`src/sv/dq_pkg.sv`:
```
// shared types and constants for the double-ended queue
// no dependencies

package dq_pkg;

    localparam int DQ_DEPTH   = 16;
    localparam int DQ_VALUE_W = 32;

    typedef enum logic [2:0] {
        ACT_PUSH_FRONT = 3'd0,
        ACT_PUSH_BACK  = 3'd1,
        ACT_POP_FRONT  = 3'd2,
        ACT_POP_BACK   = 3'd3,
        ACT_DUMP       = 3'd4
    } dq_action_t;

    typedef enum logic [1:0] {
        ST_OK    = 2'd0,
        ST_EMPTY = 2'd1,
        ST_FULL  = 2'd2
    } dq_status_t;

    typedef enum logic [2:0] {
        OP_NONE,
        OP_PUSH_FRONT,
        OP_PUSH_BACK,
        OP_POP_FRONT,
        OP_POP_BACK,
        OP_DUMP_START,
        OP_DUMP_NEXT
    } dq_op_t;

    typedef enum logic [2:0] {
        S_IDLE,
        S_EXEC,
        S_POP_WAIT,
        S_OUT,
        S_DUMP_WAIT,
        S_DUMP_OUT
    } dq_state_t;

    typedef struct packed {
        logic [2:0]                    action;
        logic signed [DQ_VALUE_W-1:0]  item_value;
    } dq_in_t;

    typedef struct packed {
        logic signed [DQ_VALUE_W-1:0]  result_value;
        logic                          last_of_run;
        logic [1:0]                    status;
    } dq_out_t;

    typedef struct packed {
        logic       cap;
        dq_op_t     op;
        logic       out_load;
        logic       out_from_ram;
        logic       out_last;
        dq_status_t out_status;
    } dq_cmd_t;

    typedef struct packed {
        logic [2:0] action;
        logic       full;
        logic       empty;
        logic       walk_last;
    } dq_stat_t;

endpackage

```
`src/sv/dq_ram.sv`:
```
// generic single-port-write, single-port-read ram with registered read
// no dependencies

module dq_ram #(
    parameter int WIDTH = 32,
    parameter int DEPTH = 16
) (
    input  logic                     clk,
    input  logic                     wr_en,
    input  logic [$clog2(DEPTH)-1:0] wr_addr,
    input  logic [WIDTH-1:0]         wr_data,
    input  logic                     rd_en,
    input  logic [$clog2(DEPTH)-1:0] rd_addr,
    output logic [WIDTH-1:0]         rd_data
);

    logic [WIDTH-1:0] mem_reg [DEPTH];
    logic [WIDTH-1:0] rd_data_reg;

    always_ff @(posedge clk)
    begin
        if (wr_en)
        begin
            mem_reg[wr_addr] <= wr_data;
        end
        if (rd_en)
        begin
            rd_data_reg <= mem_reg[rd_addr];
        end
    end

    assign rd_data = rd_data_reg;

endmodule

```
`src/sv/dq_dpath.sv`:
```
// datapath: entry store, front index, fill count, dump walk counter, result register
// depends on dq_pkg and dq_ram

module dq_dpath #(
    parameter int DEPTH = dq_pkg::DQ_DEPTH
) (
    input  logic            clk,
    input  logic            rst_n,
    input  dq_pkg::dq_in_t  req,
    input  dq_pkg::dq_cmd_t cmd,
    output dq_pkg::dq_stat_t stat,
    output dq_pkg::dq_out_t rsp
);

    import dq_pkg::*;

    localparam int IW = $clog2(DEPTH);
    localparam int CW = $clog2(DEPTH + 1);
    localparam int SW = IW + 1;

    logic [IW-1:0]            front_reg, front_next;
    logic [CW-1:0]            fill_reg, fill_next;
    logic [IW-1:0]            walk_reg, walk_next;
    logic [2:0]               act_reg;
    logic [DQ_VALUE_W-1:0]    item_reg;
    logic [DQ_VALUE_W-1:0]    value_reg;
    logic                     last_reg;
    logic [1:0]               status_reg;

    logic                     wr_en;
    logic [IW-1:0]            wr_addr;
    logic                     rd_en;
    logic [IW-1:0]            rd_addr;
    logic [DQ_VALUE_W-1:0]    rd_data;
    logic                     full;
    logic                     empty;
    logic [IW-1:0]            front_dec;

    function automatic logic [IW-1:0] slot_at(input logic [IW-1:0] base,
                                              input logic [SW-1:0] off);
        logic [SW-1:0] sum;
        sum = SW'(base) + off;
        if (sum >= SW'(DEPTH))
        begin
            sum = sum - SW'(DEPTH);
        end
        return sum[IW-1:0];
    endfunction

    assign full      = (fill_reg == CW'(DEPTH));
    assign empty     = (fill_reg == '0);
    assign front_dec = (front_reg == '0) ? IW'(DEPTH - 1) : front_reg - IW'(1);

    always_comb
    begin
        front_next = front_reg;
        fill_next  = fill_reg;
        walk_next  = walk_reg;
        wr_en      = 1'b0;
        wr_addr    = front_dec;
        rd_en      = 1'b0;
        rd_addr    = front_reg;
        case (cmd.op)
            OP_PUSH_FRONT:
            begin
                wr_en      = 1'b1;
                wr_addr    = front_dec;
                front_next = front_dec;
                fill_next  = fill_reg + CW'(1);
            end
            OP_PUSH_BACK:
            begin
                wr_en     = 1'b1;
                wr_addr   = slot_at(front_reg, SW'(fill_reg));
                fill_next = fill_reg + CW'(1);
            end
            OP_POP_FRONT:
            begin
                rd_en      = 1'b1;
                rd_addr    = front_reg;
                front_next = slot_at(front_reg, SW'(1));
                fill_next  = fill_reg - CW'(1);
            end
            OP_POP_BACK:
            begin
                rd_en     = 1'b1;
                rd_addr   = slot_at(front_reg, SW'(fill_reg) - SW'(1));
                fill_next = fill_reg - CW'(1);
            end
            OP_DUMP_START:
            begin
                rd_en     = 1'b1;
                rd_addr   = front_reg;
                walk_next = '0;
            end
            OP_DUMP_NEXT:
            begin
                rd_en     = 1'b1;
                rd_addr   = slot_at(front_reg, SW'(walk_reg) + SW'(1));
                walk_next = walk_reg + IW'(1);
            end
            default:
            begin
            end
        endcase
    end

    always_ff @(posedge clk or negedge rst_n)
    begin
        if (!rst_n)
        begin
            front_reg <= '0;
            fill_reg  <= '0;
            walk_reg  <= '0;
        end
        else
        begin
            front_reg <= front_next;
            fill_reg  <= fill_next;
            walk_reg  <= walk_next;
        end
    end

    always_ff @(posedge clk)
    begin
        if (cmd.cap)
        begin
            act_reg  <= req.action;
            item_reg <= req.item_value;
        end
        if (cmd.out_load)
        begin
            value_reg  <= cmd.out_from_ram ? rd_data : '0;
            last_reg   <= cmd.out_last;
            status_reg <= cmd.out_status;
        end
    end

    dq_ram #(
        .WIDTH (DQ_VALUE_W),
        .DEPTH (DEPTH)
    ) u_store (
        .clk     (clk),
        .wr_en   (wr_en),
        .wr_addr (wr_addr),
        .wr_data (item_reg),
        .rd_en   (rd_en),
        .rd_addr (rd_addr),
        .rd_data (rd_data)
    );

    assign stat.action    = act_reg;
    assign stat.full      = full;
    assign stat.empty     = empty;
    assign stat.walk_last = ((SW'(walk_reg) + SW'(1)) == SW'(fill_reg));

    assign rsp.result_value = value_reg;
    assign rsp.last_of_run  = last_reg;
    assign rsp.status       = status_reg;

`ifndef NO_ASSERTIONS
    a_fill_bound: assert property (@(posedge clk) disable iff (!rst_n)
        fill_reg <= CW'(DEPTH))
        else $error("fill count beyond depth");

    a_push_not_full: assert property (@(posedge clk) disable iff (!rst_n)
        (cmd.op == OP_PUSH_FRONT || cmd.op == OP_PUSH_BACK) |-> !full)
        else $error("store written while full");

    a_read_not_empty: assert property (@(posedge clk) disable iff (!rst_n)
        (cmd.op == OP_POP_FRONT || cmd.op == OP_POP_BACK || cmd.op == OP_DUMP_START
         || cmd.op == OP_DUMP_NEXT) |-> !empty)
        else $error("store read while empty");
`endif

endmodule

```
`src/sv/dq_ctrl.sv`:
```
// controller state machine: handshakes, action decode, dump walk sequencing
// depends on dq_pkg

module dq_ctrl (
    input  logic             clk,
    input  logic             rst_n,
    input  logic             req_valid,
    output logic             req_stall,
    output logic             rsp_valid,
    input  logic             rsp_stall,
    input  dq_pkg::dq_stat_t stat,
    output dq_pkg::dq_cmd_t  cmd
);

    import dq_pkg::*;

    dq_state_t state_reg, state_next;
    logic      pending_reg, pending_next;
    logic      req_acc;
    logic      rsp_acc;

    assign req_stall = !(state_reg == S_IDLE || (state_reg == S_OUT && !pending_reg));
    assign rsp_valid = (state_reg inside {S_OUT, S_DUMP_OUT});
    assign req_acc   = req_valid && !req_stall;
    assign rsp_acc   = rsp_valid && !rsp_stall;

    // next state
    always_comb
    begin
        state_next   = state_reg;
        pending_next = pending_reg;
        case (state_reg)
            S_IDLE:
            begin
                if (req_acc)
                begin
                    state_next = S_EXEC;
                end
            end
            S_EXEC:
            begin
                case (stat.action)
                    ACT_PUSH_FRONT, ACT_PUSH_BACK:
                        state_next = S_OUT;
                    ACT_POP_FRONT, ACT_POP_BACK:
                        state_next = stat.empty ? S_OUT : S_POP_WAIT;
                    ACT_DUMP:
                        state_next = stat.empty ? S_OUT : S_DUMP_WAIT;
                    default:
                        state_next = S_IDLE;
                endcase
            end
            S_POP_WAIT:
                state_next = S_OUT;
            S_OUT:
            begin
                if (rsp_acc)
                begin
                    state_next   = (pending_reg || req_acc) ? S_EXEC : S_IDLE;
                    pending_next = 1'b0;
                end
                else if (req_acc)
                begin
                    pending_next = 1'b1;
                end
            end
            S_DUMP_WAIT:
                state_next = S_DUMP_OUT;
            S_DUMP_OUT:
            begin
                if (rsp_acc)
                begin
                    state_next = stat.walk_last ? S_IDLE : S_DUMP_WAIT;
                end
            end
            default:
                state_next = S_IDLE;
        endcase
    end

    // outputs
    always_comb
    begin
        cmd              = '0;
        cmd.op           = OP_NONE;
        cmd.out_status   = ST_OK;
        cmd.cap          = req_acc;
        case (state_reg)
            S_EXEC:
            begin
                case (stat.action)
                    ACT_PUSH_FRONT, ACT_PUSH_BACK:
                    begin
                        cmd.out_load   = 1'b1;
                        cmd.out_last   = 1'b1;
                        if (stat.full)
                        begin
                            cmd.out_status = ST_FULL;
                        end
                        else
                        begin
                            cmd.op = (stat.action == ACT_PUSH_FRONT) ?
                                     OP_PUSH_FRONT : OP_PUSH_BACK;
                        end
                    end
                    ACT_POP_FRONT, ACT_POP_BACK:
                    begin
                        if (stat.empty)
                        begin
                            cmd.out_load   = 1'b1;
                            cmd.out_last   = 1'b1;
                            cmd.out_status = ST_EMPTY;
                        end
                        else
                        begin
                            cmd.op = (stat.action == ACT_POP_FRONT) ?
                                     OP_POP_FRONT : OP_POP_BACK;
                        end
                    end
                    ACT_DUMP:
                    begin
                        if (stat.empty)
                        begin
                            cmd.out_load   = 1'b1;
                            cmd.out_last   = 1'b1;
                            cmd.out_status = ST_EMPTY;
                        end
                        else
                        begin
                            cmd.op = OP_DUMP_START;
                        end
                    end
                    default:
                    begin
                    end
                endcase
            end
            S_POP_WAIT:
            begin
                cmd.out_load     = 1'b1;
                cmd.out_from_ram = 1'b1;
                cmd.out_last     = 1'b1;
            end
            S_DUMP_WAIT:
            begin
                cmd.out_load     = 1'b1;
                cmd.out_from_ram = 1'b1;
                cmd.out_last     = stat.walk_last;
            end
            S_DUMP_OUT:
            begin
                if (rsp_acc && !stat.walk_last)
                begin
                    cmd.op = OP_DUMP_NEXT;
                end
            end
            default:
            begin
            end
        endcase
    end

    always_ff @(posedge clk or negedge rst_n)
    begin
        if (!rst_n)
        begin
            state_reg   <= S_IDLE;
            pending_reg <= 1'b0;
        end
        else
        begin
            state_reg   <= state_next;
            pending_reg <= pending_next;
        end
    end

`ifndef NO_ASSERTIONS
    a_acc_tracked: assert property (@(posedge clk) disable iff (!rst_n)
        req_acc |=> (state_reg == S_EXEC || pending_reg))
        else $error("accepted item lost");
`endif

endmodule

```
`src/sv/double_ended_queue.sv`:
```
// A bounded double-ended queue of DEPTH signed 32-bit values held in a circular
// ram. A push, a refused push, or a pop or dump on an empty store loads its one
// result item in the execute state; a pop that removes a value loads it in the
// pop wait state, after the registered store read. A dump gives one result per
// stored value and reads the next only once rsp takes the last. The next item is
// taken while a push or pop result still waits on rsp. Depends on dq_pkg, dq_ctrl, dq_dpath.

module double_ended_queue #(
    parameter int DEPTH = dq_pkg::DQ_DEPTH
) (
    input  logic            clk,
    input  logic            rst_n,
    input  logic            req_valid,
    output logic            req_stall,
    input  dq_pkg::dq_in_t  req,
    output logic            rsp_valid,
    input  logic            rsp_stall,
    output dq_pkg::dq_out_t rsp
);

    import dq_pkg::*;

    dq_cmd_t  cmd;
    dq_stat_t stat;

    dq_ctrl u_ctrl (
        .clk       (clk),
        .rst_n     (rst_n),
        .req_valid (req_valid),
        .req_stall (req_stall),
        .rsp_valid (rsp_valid),
        .rsp_stall (rsp_stall),
        .stat      (stat),
        .cmd       (cmd)
    );

    dq_dpath #(
        .DEPTH (DEPTH)
    ) u_dpath (
        .clk   (clk),
        .rst_n (rst_n),
        .req   (req),
        .cmd   (cmd),
        .stat  (stat),
        .rsp   (rsp)
    );

endmodule

```
`config.mk`:
```
export PLATFORM = sky130hd
export DESIGN_NAME = double_ended_queue
export DESIGN_NICKNAME = d
export VERILOG_FILES = /design/src/sv/dq_pkg.sv /design/src/sv/dq_ram.sv /design/src/sv/dq_dpath.sv /design/src/sv/dq_ctrl.sv /design/src/sv/double_ended_queue.sv
export SDC_FILE = /design/constraint.sdc
export NUM_CORES = 1
export LEC_CHECK = 0
export BUFFER_PORTS_ARGS = -buffer_cell sky130_fd_sc_hd__buf_2
export CAP_MARGIN = 0
export CORE_MARGIN = 2
export CORE_UTILIZATION = 50
export DETAILED_ROUTE_END_ITERATION = 7
export GPL_TIMING_DRIVEN = 0
export PLACE_DENSITY = 0.78
export SYNTH_ARGS = -nofsm -noshare
export SYNTH_HDL_FRONTEND = slang
export SYNTH_HIERARCHICAL = 1
export SYNTH_SLANG_ARGS = --single-unit
export TNS_END_PERCENT = 20
```
`constraint.sdc`:
```
create_clock -name clk -period 8.8 [get_ports clk]
set_clock_uncertainty 0.2 [all_clocks]
set_input_delay 0.44 -clock clk [delete_from_list [all_inputs] [get_ports clk]]
set_output_delay 0.44 -clock clk [all_outputs]
set_load 0.03 [all_outputs]
```
---- Yosys cells after proc, flatten, opt, wreduce, memory -nomap -nowiden ----
Memories as Yosys holds them, arrays and structs flattened. A register that Yosys moved wholly into a read port is not among the register bits.
Index checks and enable logic that the tools add are counted.
storage, ports and cells
  bits in registers ....................... 87
  RAM bits ................................ 512
  bits of input ports ..................... 39
  output and inout port bits .............. 37
  logic and storage cells ................. 116
  memories kept ........................... 1
memory list
  memory                   depth  width  read ports  clocked after Yosys merged registers in  write ports  line          text
  u_dpath.u_store.mem_reg  16     32     1           1                                        1            dq_ram.sv:17  logic [WIDTH-1:0] mem_reg [DEPTH];
cells by class
  add/sub/neg operators ................... 13
  magnitude comparators ................... 4
  equality and inequality tests ........... 20
  muxes and demuxes ....................... 40
  reduce and logical (&&, ||, !) cells .... 28
operators with widths
  cell                 number
  $mux 3               11
  $mux 4               6
  $pmux 4 s2           3
  $ge 5x5->1 const B   4
  $sub 4x1->4 const B  5
  $eq 3x2->1 const B   6
  $eq 3x3->1 const B   6
  $pmux 3 s6           1
  $add 4x5->5          3
  $pmux 3 s2           2
  $pmux 4 s3           1
  $add 4x1->5 const B  2
  $mux 1               10
  $pmux 5 s2           1
  $reduce_bool 2->1    5
  $reduce_or 2->1      5
  $eq 3x1->1 const B   3
  $pmux 3 s3           1
  $logic_not 3->1      2
  $ne 2x1->1 const B   3
  $add 5x1->5 const B  1
  $eq 5x5->1           1
  $eq 5x5->1 const B   1
  $logic_not 5->1      1
  other kinds (13)     21

---- Logic depth before layout (Yosys ltp) ----
Gate-level depths: netlist (run 1).
  depth after elaboration ................. 11
  depth in mapped cells ................... 25
  depth with buffers taken out ............ 21

---- Cells and area by module ----
The synthesis (run 1) kept the hierarchy.
modules (own cells, without submodules)
  module    instances  cells an instance  area an instance (sq um)  sequential area each (sq um)
  dq_ram    1          838                20155.6                   16335.7
  dq_dpath  1          279                3732.3                    2427.3
  dq_ctrl   1          67                 479.2                     100.1

---- Worst setup path after synthesis (run 1) ----
No wires, ideal clock.
  kind .................................... register to register
  from .................................... register u_dpath.fill_reg[0]
  to ...................................... memory u_dpath.u_store.mem_reg[0][0] (enable)
  setup time .............................. 0.461 ns
  arrival ................................. 5.056 ns
  required time ........................... 8.139 ns
  slack ................................... 3.083 ns
  cell stages (with the launch flop) ...... 15
  path buffers ............................ 2
  period minus slack after synthesis ...... 5.717 ns
  cells stage by stage .................... dfrtp_1 inv_1 ha_1 and3_1 buf_4 nor3b_2 a21oi_1 or3_1 a21oi_1 buf_4 nand2b_1 nor2_1 o21ai_0 or3b_2 nor3_1
RTL lines
  item                    line             text
  from (decl)             dq_dpath.sv:22   logic [CW-1:0] fill_reg, fill_next;
  from (signal assigned)  dq_dpath.sv:119  fill_reg <= fill_next;
  to (decl)               dq_ram.sv:17

==> results of run 1 <==
-- worst reg2reg max path: stages (launching register included) --
cell and delay, ns:
sky130_fd_sc_hd__dfrtp_1 0.51, sky130_fd_sc_hd__inv_1 0.15, sky130_fd_sc_hd__ha_1 0.25, sky130_fd_sc_hd__and3_1 0.15
sky130_fd_sc_hd__buf_4 0.14, sky130_fd_sc_hd__nor3b_2 0.16, sky130_fd_sc_hd__a21oi_1 0.06, sky130_fd_sc_hd__or3_1 0.30
sky130_fd_sc_hd__a21oi_1 0.15, sky130_fd_sc_hd__buf_4 0.18, sky130_fd_sc_hd__clkbuf_1 0.48, sky130_fd_sc_hd__nand2_1 0.25
sky130_fd_sc_hd__mux2i_1 0.18, sky130_fd_sc_hd__ha_1 0.23, sky130_fd_sc_hd__fa_1 0.48, sky130_fd_sc_hd__nand2_1 0.06
sky130_fd_sc_hd__o21ai_0 0.13, sky130_fd_sc_hd__buf_2 0.39, sky130_fd_sc_hd__buf_1 0.70, sky130_fd_sc_hd__mux4_2 0.46
sky130_fd_sc_hd__a22oi_1 0.31, sky130_fd_sc_hd__nand2_1 0.13
-- where the power goes --
group / leakage [nW] / switching, W / internal (W)
Clock: 1.03 / 0.00110 / 0.00165
Sequential: 5.76 / 0.000250 / 0.00400
Combinational: 2.64 / 0.00225 / 0.00148
Total: 9.43 / 0.00360 / 0.00714
-- metrics by stage --
step	power, W	util	area, um2	hold WS, ns
floorplan	0.006722	-	24370	-0.05559
global placement	0.007731	0.5321	25510	0.1980
detailed placement	0.007989	0.5451	26140	0.2004
CTS	0.01081	0.5975	28650	0.03196
global route	0.01120	0.5975	28650	0.05953
finish	0.01074	0.5975	28650	0.06599
-- kinds of logic (layout without fill, tap and decap cells) --
kind of cell    Yosys count  in the layout  synth area share
flops                   631            631            0.7741
buf+inv                  77            335           0.01617
fa+ha+maj                14             14          0.007805
compound gates          126            126           0.03517
xor+xnor                 26             26          0.009654
mux                     134            134            0.1212
simple gates            176            176           0.03589
-- cells in the mapped netlist (3+ instances only) --
cell type	instances
sky130_fd_sc_hd__a21o_1	3
sky130_fd_sc_hd__a21oi_1	19
sky130_fd_sc_hd__a22oi_1	64
sky130_fd_sc_hd__a31oi_1	3
sky130_fd_sc_hd__and2_1	34
sky130_fd_sc_hd__and3_1	3
sky130_fd_sc_hd__buf_1	11
sky130_fd_sc_hd__buf_2	12
sky130_fd_sc_hd__buf_4	16
sky130_fd_sc_hd__buf_6	4
sky130_fd_sc_hd__clkbuf_1	23
sky130_fd_sc_hd__dfrtp_1	17
sky130_fd_sc_hd__edfxtp_1	614
sky130_fd_sc_hd__ha_1	12
sky130_fd_sc_hd__inv_1	11
sky130_fd_sc_hd__mux2i_1	3
sky130_fd_sc_hd__mux4_2	128
sky130_fd_sc_hd__nand2_1	57
sky130_fd_sc_hd__nand2b_1	7
sky130_fd_sc_hd__nand3_1	7
sky130_fd_sc_hd__nand3b_1	3
sky130_fd_sc_hd__nor2_1	36
sky130_fd_sc_hd__nor2b_1	8
sky130_fd_sc_hd__nor3_1	11
sky130_fd_sc_hd__o21ai_0	19
sky130_fd_sc_hd__o22ai_1	3
sky130_fd_sc_hd__o31ai_1	3
sky130_fd_sc_hd__xnor2_1	14
sky130_fd_sc_hd__xor2_1	11
-- what timing repair did --
action	4_1_cts	5_1_grt
resized for setup	0	0
hold endpoints to repair	53	0
hold buffers	37	0
-- path summary, 6_finish.rpt --
path	start	endpoint	slack, ns	cells after the start
worst min register to register	u_dpath/u_store/rd_data[27]$_DFFE_PP_	u_dpath/value_reg[27]$_SDFFCE_PN0P_	0.32	1
min in group asynchronous	rst_n	u_dpath/fill_reg[1]$_DFFE_PN0P_	0.13	2
max in group asynchronous	rst_n	u_dpath/fill_reg[2]$_DFFE_PN0P_	7.97	2
worst max register to register	u_dpath/fill_reg[0]$_DFFE_PN0P_	u_dpath/u_store/rd_data[27]$_DFFE_PP_	2.45	21
worst min-delay path	req_valid	u_ctrl/pending_reg$_DFFE_PN0P_	0.07	3
worst max-delay path	u_dpath/fill_reg[0]$_DFFE_PN0P_	u_dpath/u_store/rd_data[27]$_DFFE_PP_	2.45	21
-- cell type report --
type	count	area share
Buffer	66	0.01232
Clock inverter	32	0.01328
Tap cell	615	0.02686
Multi-Input combinational cell	476	0.1830
Inverter	11	0.001441
Timing Repair Buffer	143	0.04328
Sequential cell	631	0.6585
Clock buffer	83	0.06137
-- metal layers --
metal	routed length, um	up-vias	track usage
met3	3926	121	0.04311
met5	0	-	0
met4	1757	0	0.08780
met2	27170	582	0.3691
met1	20390	6429	0.2818
li1	-	5249	-
==> results.yml, run 1 <==
synth:
  synth_cells: 1184
  synth_area_um2: 24370
  synth-warning-count: 6
  synthesized_nets: 1237
  yosys-top-cells-area: "sky130_fd_sc_hd__edfxtp_1, sky130_fd_sc_hd__mux4_2, sky130_fd_sc_hd__a22oi_1"
  ys_ff_latch: 631
  post_synth_edffs: 614
  yosys.area.top_type_share: 0.7567
  synth_top_cell_by_area: "sky130_fd_sc_hd__edfxtp_1"
  number_of_distinct_library_cells_after_synthesis: 51
  synth_seq_area_share: 0.7741
  post_synth.cell_area_avg_um2: 20.58
  ys_dominant_reg_cell: "sky130_fd_sc_hd__edfxtp_1"
  ys_async_sr_fraction: 0.02694
clock_network:
  clock-sinks: 631
  cts_buffer_depth: 3
  path_clk_slew_ns: 0.06
  cts-htree-levels: 3
  cts-root-buf: "sky130_fd_sc_hd__clkbuf_16"
  later_pin_clock_latency_in_the_skew_report_ns: 0.60
  cts-buffers-inserted: 66
  post_cts_setup_repair_buffer_count: 0
  tritoncts: "built"
floorplanning:
  num_io_pins: 76
  die_area_um2: 50520
  die_w_um: 224.8
  initial_utilization: 0.5082
  floorplan.core_area_um2: 47950
  die_span_in_y_um: 224.8
  row_count: 80
cells_and_area:
  antennaDiodeCount: 0
  final_layout_size_suffix_gt1_frac: 0.2663
  most_frequent_cells_in_the_layout: "sky130_fd_sc_hd__edfxtp_1, sky130_fd_sc_hd__mux4_2, sky130_fd_sc_hd__buf_2"
  fillCellCount: 3305
  final-seq-area_um2: 18860
  multi_input_comb_area_um2: 5241
  finalNetCount: 1448
  largest_reg_flops: 512
  layout.cells.most_common: "sky130_fd_sc_hd__edfxtp_1"
  syn_to_final_growth_pct: 17.56
  stdcell_count: 2057
placement:
  dpl.hpwl_mm: 32.09
  detailedPlace.worstSlack_ns: 2.578
  placement.io_buffers: 75
  gpl.final_weighted_congestion: 0.8342
  placed_cells_incl_taps: 1905
timing:
  post-route-period-util: 0.7214
  tns_ns: 0
  number_of_hold_violations_in_the_final_report: 0
  final-setup-viol-count: 0
  fmax_mhz: 157.5
  timing.slew.headroom: 0.3600
  fin_ws_ns: 2.452
  timing.final.max_slew_violations: 0
  worst_slew_pin_slew_ns: 0.9526
  grt_setup_unrepaired: "false"
  final.min_clock_period_ns: 6.348
worst_setup_path:
  cp_max_fo: 10
  slowest_delay_ns: 0.70
  crit_arrival_ns: 6.47
  slowest_cell_on_crit_path: "sky130_fd_sc_hd__buf_1"
  bufs_and_invs_on_worst_path: 6
  critical-path-top-delay-family: "buffers and inverters"
  critical_path_class: "reg2reg"
  setup.worst_path.start_class: "flop"
  timing.critical_path.cells: "inv_1 -> ha_1 -> and3_1 -> buf_4 -> nor3b_2 -> a21oi_1 -> or3_1 -> a21oi_1 -> buf_4 -> clkbuf_1 -> nand2_1 -> mux2i_1 -> ha_1 -> fa_1 -> nand2_1 -> o21ai_0 -> buf_2 -> buf_1 -> mux4_2 -> a22oi_1 -> nand2_1"
  crit_path_end_kind: "flop"
  required_ns: 8.92
  critical_path.most_common_cell: "sky130_fd_sc_hd__nand2_1"
route:
  route.antenna.remaining_nets: 0
  via_count: 12381
  total_length_of_routed_wires_mm: 53.24
  drc: 0
  detailedRoute.firstIterationViolations: 1402
  drt-pass1-iter-count: 8
  avgViaCountPerCell: 6.019
  wl_per_cell_um: 25.88
grt:
  grt.total_usage: 0.2187
  grt_first_pass_wirelength_mm: 80.11
  gr-total-overflow: 0
  grt_max_degree: 36
  number_of_global_route_vias_before_repair: 12936
  antenna_found_initial: 1
power_and_ir_drop:
  p_per_area_nw_per_um2: 374.9
  vdd_drop_max_mv: 0.2446
  total_leakage_power_nw: 9.434
status:
  result_of_the_run: "completed"
run:
  cap_violations: 0
worst_hold_path:
  worst_hold_path_type: "in2reg"
(Power assumes the default switching activity.)
==> run 2: changes to the inputs <==
==> constraint.sdc (replaced) <==
create_clock -name clk -period 6.5 [get_ports clk]
set_clock_uncertainty 0.2 [all_clocks]
set_input_delay 0.325 -clock clk [delete_from_list [all_inputs] [get_ports clk]]
set_output_delay 0.325 -clock clk [all_outputs]
set_load 0.03 [all_outputs]
==> run 2 against run 1 <==
  * Via count shrank 0.65%
  * Critical endpoint is now u_dpath/u_store/rd_data[30]$_DFFE_PP_
  * Hold slack got worse by 0.057 ns
  * Cell area grew 0.11%
  * Clock power rose by 35%
  * Core utilization grew 0.063 points
  * Maximum frequency increased by 1.4%
  * Largest power group unchanged
  * Count of clock-buffer cells in the layout stayed put
==> results.yml, run 2 (same netlist as run 1, synthesis figures left out) <==
status:
  result_of_the_run: "completed"
worst_setup_path:
  rrSetupSlack_ns: 0.24
  cp_max_fo: 10
  rr_worst_depth: 21
  worst_setup_path_startpoint: "u_dpath/fill_reg[0]$_DFFE_PN0P_"
  reg2reg_from: "u_dpath/fill_reg[0]$_DFFE_PN0P_"
  crit_arrival_ns: 6.38
  bufs_and_invs_on_worst_path: 6
  required_ns: 6.62
  critical_path.most_common_cell: "sky130_fd_sc_hd__nand2_1"
  critical-path-top-delay-family: "buffers and inverters"
  slowest_delay_ns: 0.66
  critical_path_class: "reg2reg"
  timing.critical_path.cells: "inv_1 -> ha_1 -> and3_1 -> buf_4 -> nor3b_2 -> a21oi_1 -> or3_1 -> a21oi_1 -> buf_4 -> clkbuf_1 -> nand2_1 -> mux2i_1 -> ha_1 -> fa_1 -> nand2_1 -> o21ai_0 -> buf_2 -> buf_1 -> mux4_2 -> a22oi_1 -> nand2_1"
  r2r_path_end: "u_dpath/u_store/rd_data[30]$_DFFE_PP_"
  crit_path_end_kind: "flop"
  slowest_cell_on_crit_path: "sky130_fd_sc_hd__buf_1"
  setup.worst_path.start_class: "flop"
floorplanning:
  initial_utilization: 0.5082
  die_area_um2: 50520
  die_w_um: 224.8
  die_span_in_y_um: 224.8
  row_count: 80
  num_io_pins: 76
  floorplan.core_area_um2: 47950
route:
  route.antenna.remaining_nets: 0
  detailedRoute.firstIterationViolations: 1367
  avgViaCountPerCell: 5.974
  wl_per_cell_um: 25.81
  total_length_of_routed_wires_mm: 53.14
  drc: 0
  drt-pass1-iter-count: 6
  via_count: 12301
worst_hold_path:
  worst_hold_path_type: "in2async"
clock_network:
  later_pin_clock_latency_in_the_skew_report_ns: 0.60
  clock-sinks: 631
  post_cts_setup_repair_buffer_count: 0
  cts-root-buf: "sky130_fd_sc_hd__clkbuf_16"
  path_clk_slew_ns: 0.06
  tritoncts: "built"
  cts_buffer_depth: 3
  cts-buffers-inserted: 66
  cts-htree-levels: 3
timing:
  final.hold.worst_slack_ns: 0.009214
  fin_ws_ns: 0.2380
  fmax_mhz: 159.7
  timing.slew.headroom: 0.3598
  post-route-period-util: 0.9634
  final.min_clock_period_ns: 6.262
  final-setup-viol-count: 0
  timing.final.max_slew_violations: 0
  number_of_hold_violations_in_the_final_report: 0
  grt_setup_unrepaired: "true"
  worst_slew_pin_slew_ns: 0.9530
power_and_ir_drop:
  vdd_drop_max_mv: 0.3342
  total_leakage_power_nw: 9.468
  p_per_area_nw_per_um2: 507.2
  total_power_w: 0.01454
run:
  cap_violations: 0
cells_and_area:
  largest_reg_flops: 512
  syn_to_final_growth_pct: 17.68
  fin_util: 0.5981
  final_area_um2: 28680
  finalNetCount: 1450
  final_layout_size_suffix_gt1_frac: 0.2715
  antennaDiodeCount: 0
  layout.cells.most_common: "sky130_fd_sc_hd__edfxtp_1"
  fillCellCount: 3307
  most_frequent_cells_in_the_layout: "sky130_fd_sc_hd__edfxtp_1, sky130_fd_sc_hd__mux4_2, sky130_fd_sc_hd__buf_2"
placement:
  dpl_cell_area_um2: 26140
  dpl.hpwl_mm: 32.09
  gpl.final_weighted_congestion: 0.8342
  placement.io_buffers: 75
  detailedPlace.worstSlack_ns: 0.2778
grt:
  grt_max_degree: 36
  antenna_found_initial: 1
  gr-total-overflow: 0
  grt_first_pass_wirelength_mm: 80.17
  number_of_global_route_vias_before_repair: 12959
  grt.total_usage: 0.2189
## run 2: changes by cell type in the layout (fill, tap and decap cells not counted), sizes merged
cell,previous run,this run
dlygate4sd3,37,39
buf,149,145
clkbuf,106,110
## run 2: area by class of cell
cell class / count / area (um2) / share of cell area
flip-flops and latches: 631 / 18860 / 0.6578
multi-input cells: 476 / 5241 / 0.1828
clock buffers: 83 / 1758 / 0.06130
repair buffers: 145 / 1260 / 0.04394
well taps: 615 / 769.5 / 0.02683
clock inverters: 32 / 380.4 / 0.01326
plain buffers: 66 / 362.8 / 0.01265
inverters: 11 / 41.29 / 0.001440
## run 2: worst max-delay path by stage
stage | end | slack, ns | depth (start not counted)
detailed placement | u_dpath/u_store/rd_data[16]$_DFFE_PP_ | 0.28 | 21
finish | u_dpath/u_store/rd_data[30]$_DFFE_PP_ | 0.24 | 21
global route | u_dpath/u_store/rd_data[0]$_DFFE_PP_ | -0.06 | 23
floorplan | u_dpath/u_store/mem_reg[0][0]$_DFFE_PP_ | 0.78 | 14
global placement | u_dpath/u_store/mem_reg[0][13]$_DFFE_PP_ | -1.73 | 14
CTS | u_dpath/u_store/rd_data[27]$_DFFE_PP_ | 0.15 | 21
## run 2: layer usage
layer | GRT usage | share of wire
met5 | 0 | 0
met4 | 0.08780 | 0.033
met3 | 0.04311 | 0.076
met2 | 0.3695 | 0.51
met1 | 0.2818 | 0.38
## run 2: repair_timing
| action | in CTS | in global routing |
|---|---|---|
| hold endpoints to repair | 56 | 0 |
| gates resized for setup | 0 | 13 |
| hold buffers | 39 | 0 |
| setup endpoints to repair | 0 | 23 |
## run 2: stage by stage
stage          instances   TNS, ns
2_1_floorplan       1184         0
5_1_grt             2059  -0.07330
6_report            2059         0
3_3_place_gp        1874   -219.86
3_5_place_dp        1905         0
4_1_cts             2059         0
## run 2: power breakdown
| group | internal, W | switching, W | leakage [nW] |
|---|---|---|---|
| registers | 0.00542 | 0.000338 | 5.76 |
| logic | 0.00202 | 0.00305 | 2.67 |
| clock network | 0.00224 | 0.00149 | 1.03 |
| total | 0.00967 | 0.00487 | 9.47 |
==> run 3: changes to the inputs <==
--- a/config.mk
+++ b/config.mk
@@ -9,8 +9,10 @@
 export CAP_MARGIN = 0
 export CORE_MARGIN = 2
 export CORE_UTILIZATION = 50
+export CTS_CLUSTER_DIAMETER = 50
 export DETAILED_ROUTE_END_ITERATION = 7
 export GPL_TIMING_DRIVEN = 0
+export HOLD_SLACK_MARGIN = 0.15
 export PLACE_DENSITY = 0.78
 export SYNTH_ARGS = -nofsm -noshare
 export SYNTH_HDL_FRONTEND = slang
==> run 3 against run 2 <==
  * Via count is 1.7% higher
  * Die area stayed put
  * Core utilization is 0.16 points higher
  * Non-clock buffer count is 1 higher
  * Critical endpoint is now u_dpath/u_store/rd_data[27]$_DFFE_PP_
  * Largest power group unchanged
  * Clock power is 1% higher
  * Final cell count is 0.49% higher
==> results.yml, run 3 (same netlist as run 1, synthesis figures left out) <==
route:
  drc: 0
  wl_per_cell_um: 26.62
  route.antenna.remaining_nets: 0
  via_count: 12506
  detailedRoute.firstIterationViolations: 1391
  avgViaCountPerCell: 6.044
  total_length_of_routed_wires_mm: 55.08
  drt-pass1-iter-count: 5
cells_and_area:
  most_frequent_cells_in_the_layout: "sky130_fd_sc_hd__edfxtp_1, sky130_fd_sc_hd__mux4_2, sky130_fd_sc_hd__buf_2"
  finalNetCount: 1454
  final_layout_size_suffix_gt1_frac: 0.2785
  syn_to_final_growth_pct: 17.99
  layout.cells.most_common: "sky130_fd_sc_hd__edfxtp_1"
  largest_reg_flops: 512
  final_area_um2: 28750
  antennaDiodeCount: 0
placement:
  dpl_cell_area_um2: 26140
  placement.io_buffers: 75
  detailedPlace.worstSlack_ns: 0.2778
  gpl.final_weighted_congestion: 0.8342
  dpl.hpwl_mm: 32.09
timing:
  worst_slew_pin_slew_ns: 0.9399
  fin_ws_ns: 0.2217
  timing.final.max_slew_violations: 0
  grt_setup_unrepaired: "true"
  fmax_mhz: 159.3
  final.hold.worst_slack_ns: 0.2372
  number_of_hold_violations_in_the_final_report: 0
  final-setup-viol-count: 0
  post-route-period-util: 0.9659
  timing.slew.headroom: 0.3686
  final.min_clock_period_ns: 6.278
worst_setup_path:
  critical_path_class: "reg2reg"
  crit_arrival_ns: 6.40
  slowest_delay_ns: 0.66
  timing.critical_path.cells: "inv_1 -> ha_1 -> and3_1 -> buf_4 -> nor3b_2 -> a21oi_1 -> or3_1 -> a21oi_1 -> buf_4 -> clkbuf_1 -> nand2_1 -> mux2i_1 -> ha_1 -> fa_1 -> nand2_1 -> o21ai_0 -> buf_2 -> buf_1 -> mux4_2 -> a22oi_1 -> nand2_1"
  required_ns: 6.62
  setup.worst_path.start_class: "flop"
  cp_max_fo: 10
  critical_path.most_common_cell: "sky130_fd_sc_hd__nand2_1"
  slowest_cell_on_crit_path: "sky130_fd_sc_hd__buf_1"
  crit_path_end_kind: "flop"
status:
  result_of_the_run: "completed"
floorplanning:
  floorplan.core_area_um2: 47950
  die_area_um2: 50520
  row_count: 80
  num_io_pins: 76
  initial_utilization: 0.5082
  die_span_in_y_um: 224.8
  die_w_um: 224.8
clock_network:
  post_cts_setup_repair_buffer_count: 0
  cts_buffer_depth: 3
  cts-htree-levels: 3
  cts-buffers-inserted: 69
  later_pin_clock_latency_in_the_skew_report_ns: 0.60
  tritoncts: "built"
  path_clk_slew_ns: 0.06
  cts-root-buf: "sky130_fd_sc_hd__clkbuf_16"
  clock-sinks: 631
worst_hold_path:
  worst_hold_path_type: "in2reg"
power_and_ir_drop:
  clkPwrFrac: 0.258
  power.share.switching: 0.3411
  internal_power_w: 0.009623
  vdd_drop_max_mv: 0.2550
  power.sequential.fraction: 0.395
  total_leakage_power_nw: 9.512
  p_per_area_nw_per_um2: 508.0
  switching_power_w: 0.004982
  relative_contribution_of_combinational_cells_to_total_power: 0.348
grt:
  grt.total_usage: 0.2258
  met3_usage: 0.04311
  met1_grt_util: 0.2844
  antenna_found_initial: 1
  globalRoute.busiestLayer: "met2"
  gr-total-overflow: 0
  met2_usage: 0.3923
  grt_first_pass_wirelength_mm: 82.81
  number_of_global_route_vias_before_repair: 13334
  grt_max_degree: 36
run:
  cap_violations: 0
-- run 3: power groups by stage --
stage | sequential (W) | combinational [W] | clock [W]
finish | 0.00576 | 0.00508 | 0.00377
global placement | 0.00585 | 0.00462 | 0
floorplan | 0.00597 | 0.00313 | 0
global route | 0.00583 | 0.00540 | 0.00398
detailed placement | 0.00584 | 0.00498 | 0
CTS | 0.00577 | 0.00510 | 0.00383
-- run 3: worst paths after layout --
kind                       slack, ns  cells after the start                                   from                                    end
max in group asynchronous       4.79                      3                                  rst_n        u_dpath/fill_reg[4]$_DFFE_PN0P_
min reg2reg                     0.32                      1  u_dpath/u_store/rd_data[27]$_DFFE_PP_    u_dpath/value_reg[27]$_SDFFCE_PN0P_
min                             0.24                      2                                req[14]         u_dpath/item_reg[14]$_DFFE_PP_
max reg2reg                     0.22                     21        u_dpath/fill_reg[0]$_DFFE_PN0P_  u_dpath/u_store/rd_data[27]$_DFFE_PP_
max                             0.22                     21        u_dpath/fill_reg[0]$_DFFE_PN0P_  u_dpath/u_store/rd_data[27]$_DFFE_PP_
min in group asynchronous       0.75                      3                                  rst_n       u_dpath/front_reg[0]$_DFFE_PN0P_
-- run 3: area by class of cell --
cell class / instances / area [um2]
clock buffers: 83 / 1864
inverters: 11 / 41.29
flip-flops and latches: 631 / 18860
well taps: 615 / 769.5
fillers: 3308 / 19190
repair buffers: 146 / 1270
clock inverters: 41 / 340.3
plain buffers: 66 / 361.6
multi-input cells: 476 / 5241
-- run 3: critical path, delay by kind of cell (launching register included) --
| kind | cells | cell delay [ns] |
|---|---|---|
| flops | 1 | 0.52 |
| fa+ha+maj | 3 | 0.97 |
| buf+inv | 6 | 2.02 |
| simple gates | 6 | 1.04 |
| compound gates | 4 | 0.66 |
| mux | 2 | 0.60 |
-- run 3: metrics by stage --
step | power, W | setup TNS (ns) | utilization | cells
floorplan | 0.009101 | 0 | - | 1184
global placement | 0.01047 | -219.86 | 0.5321 | 1874
detailed placement | 0.01082 | 0 | 0.5451 | 1905
CTS | 0.01470 | 0 | 0.5995 | 2069
global route | 0.01522 | -0.2840 | 0.5997 | 2069
finish | 0.01460 | 0 | 0.5997 | 2069
-- run 3: layer usage --
metal / vias to the layer above / part of all wire
met4: 0 / 0.033
met3: 138 / 0.074
li1: 5253 / -
met5: - / 0
met2: 637 / 0.52
met1: 6478 / 0.37
-- run 3: what timing repair did --
action	4_1_cts	5_1_grt
hold buffers	40	0
gates resized for setup	0	13
hold endpoints to repair	56	0
endpoints found under the setup margin	0	27
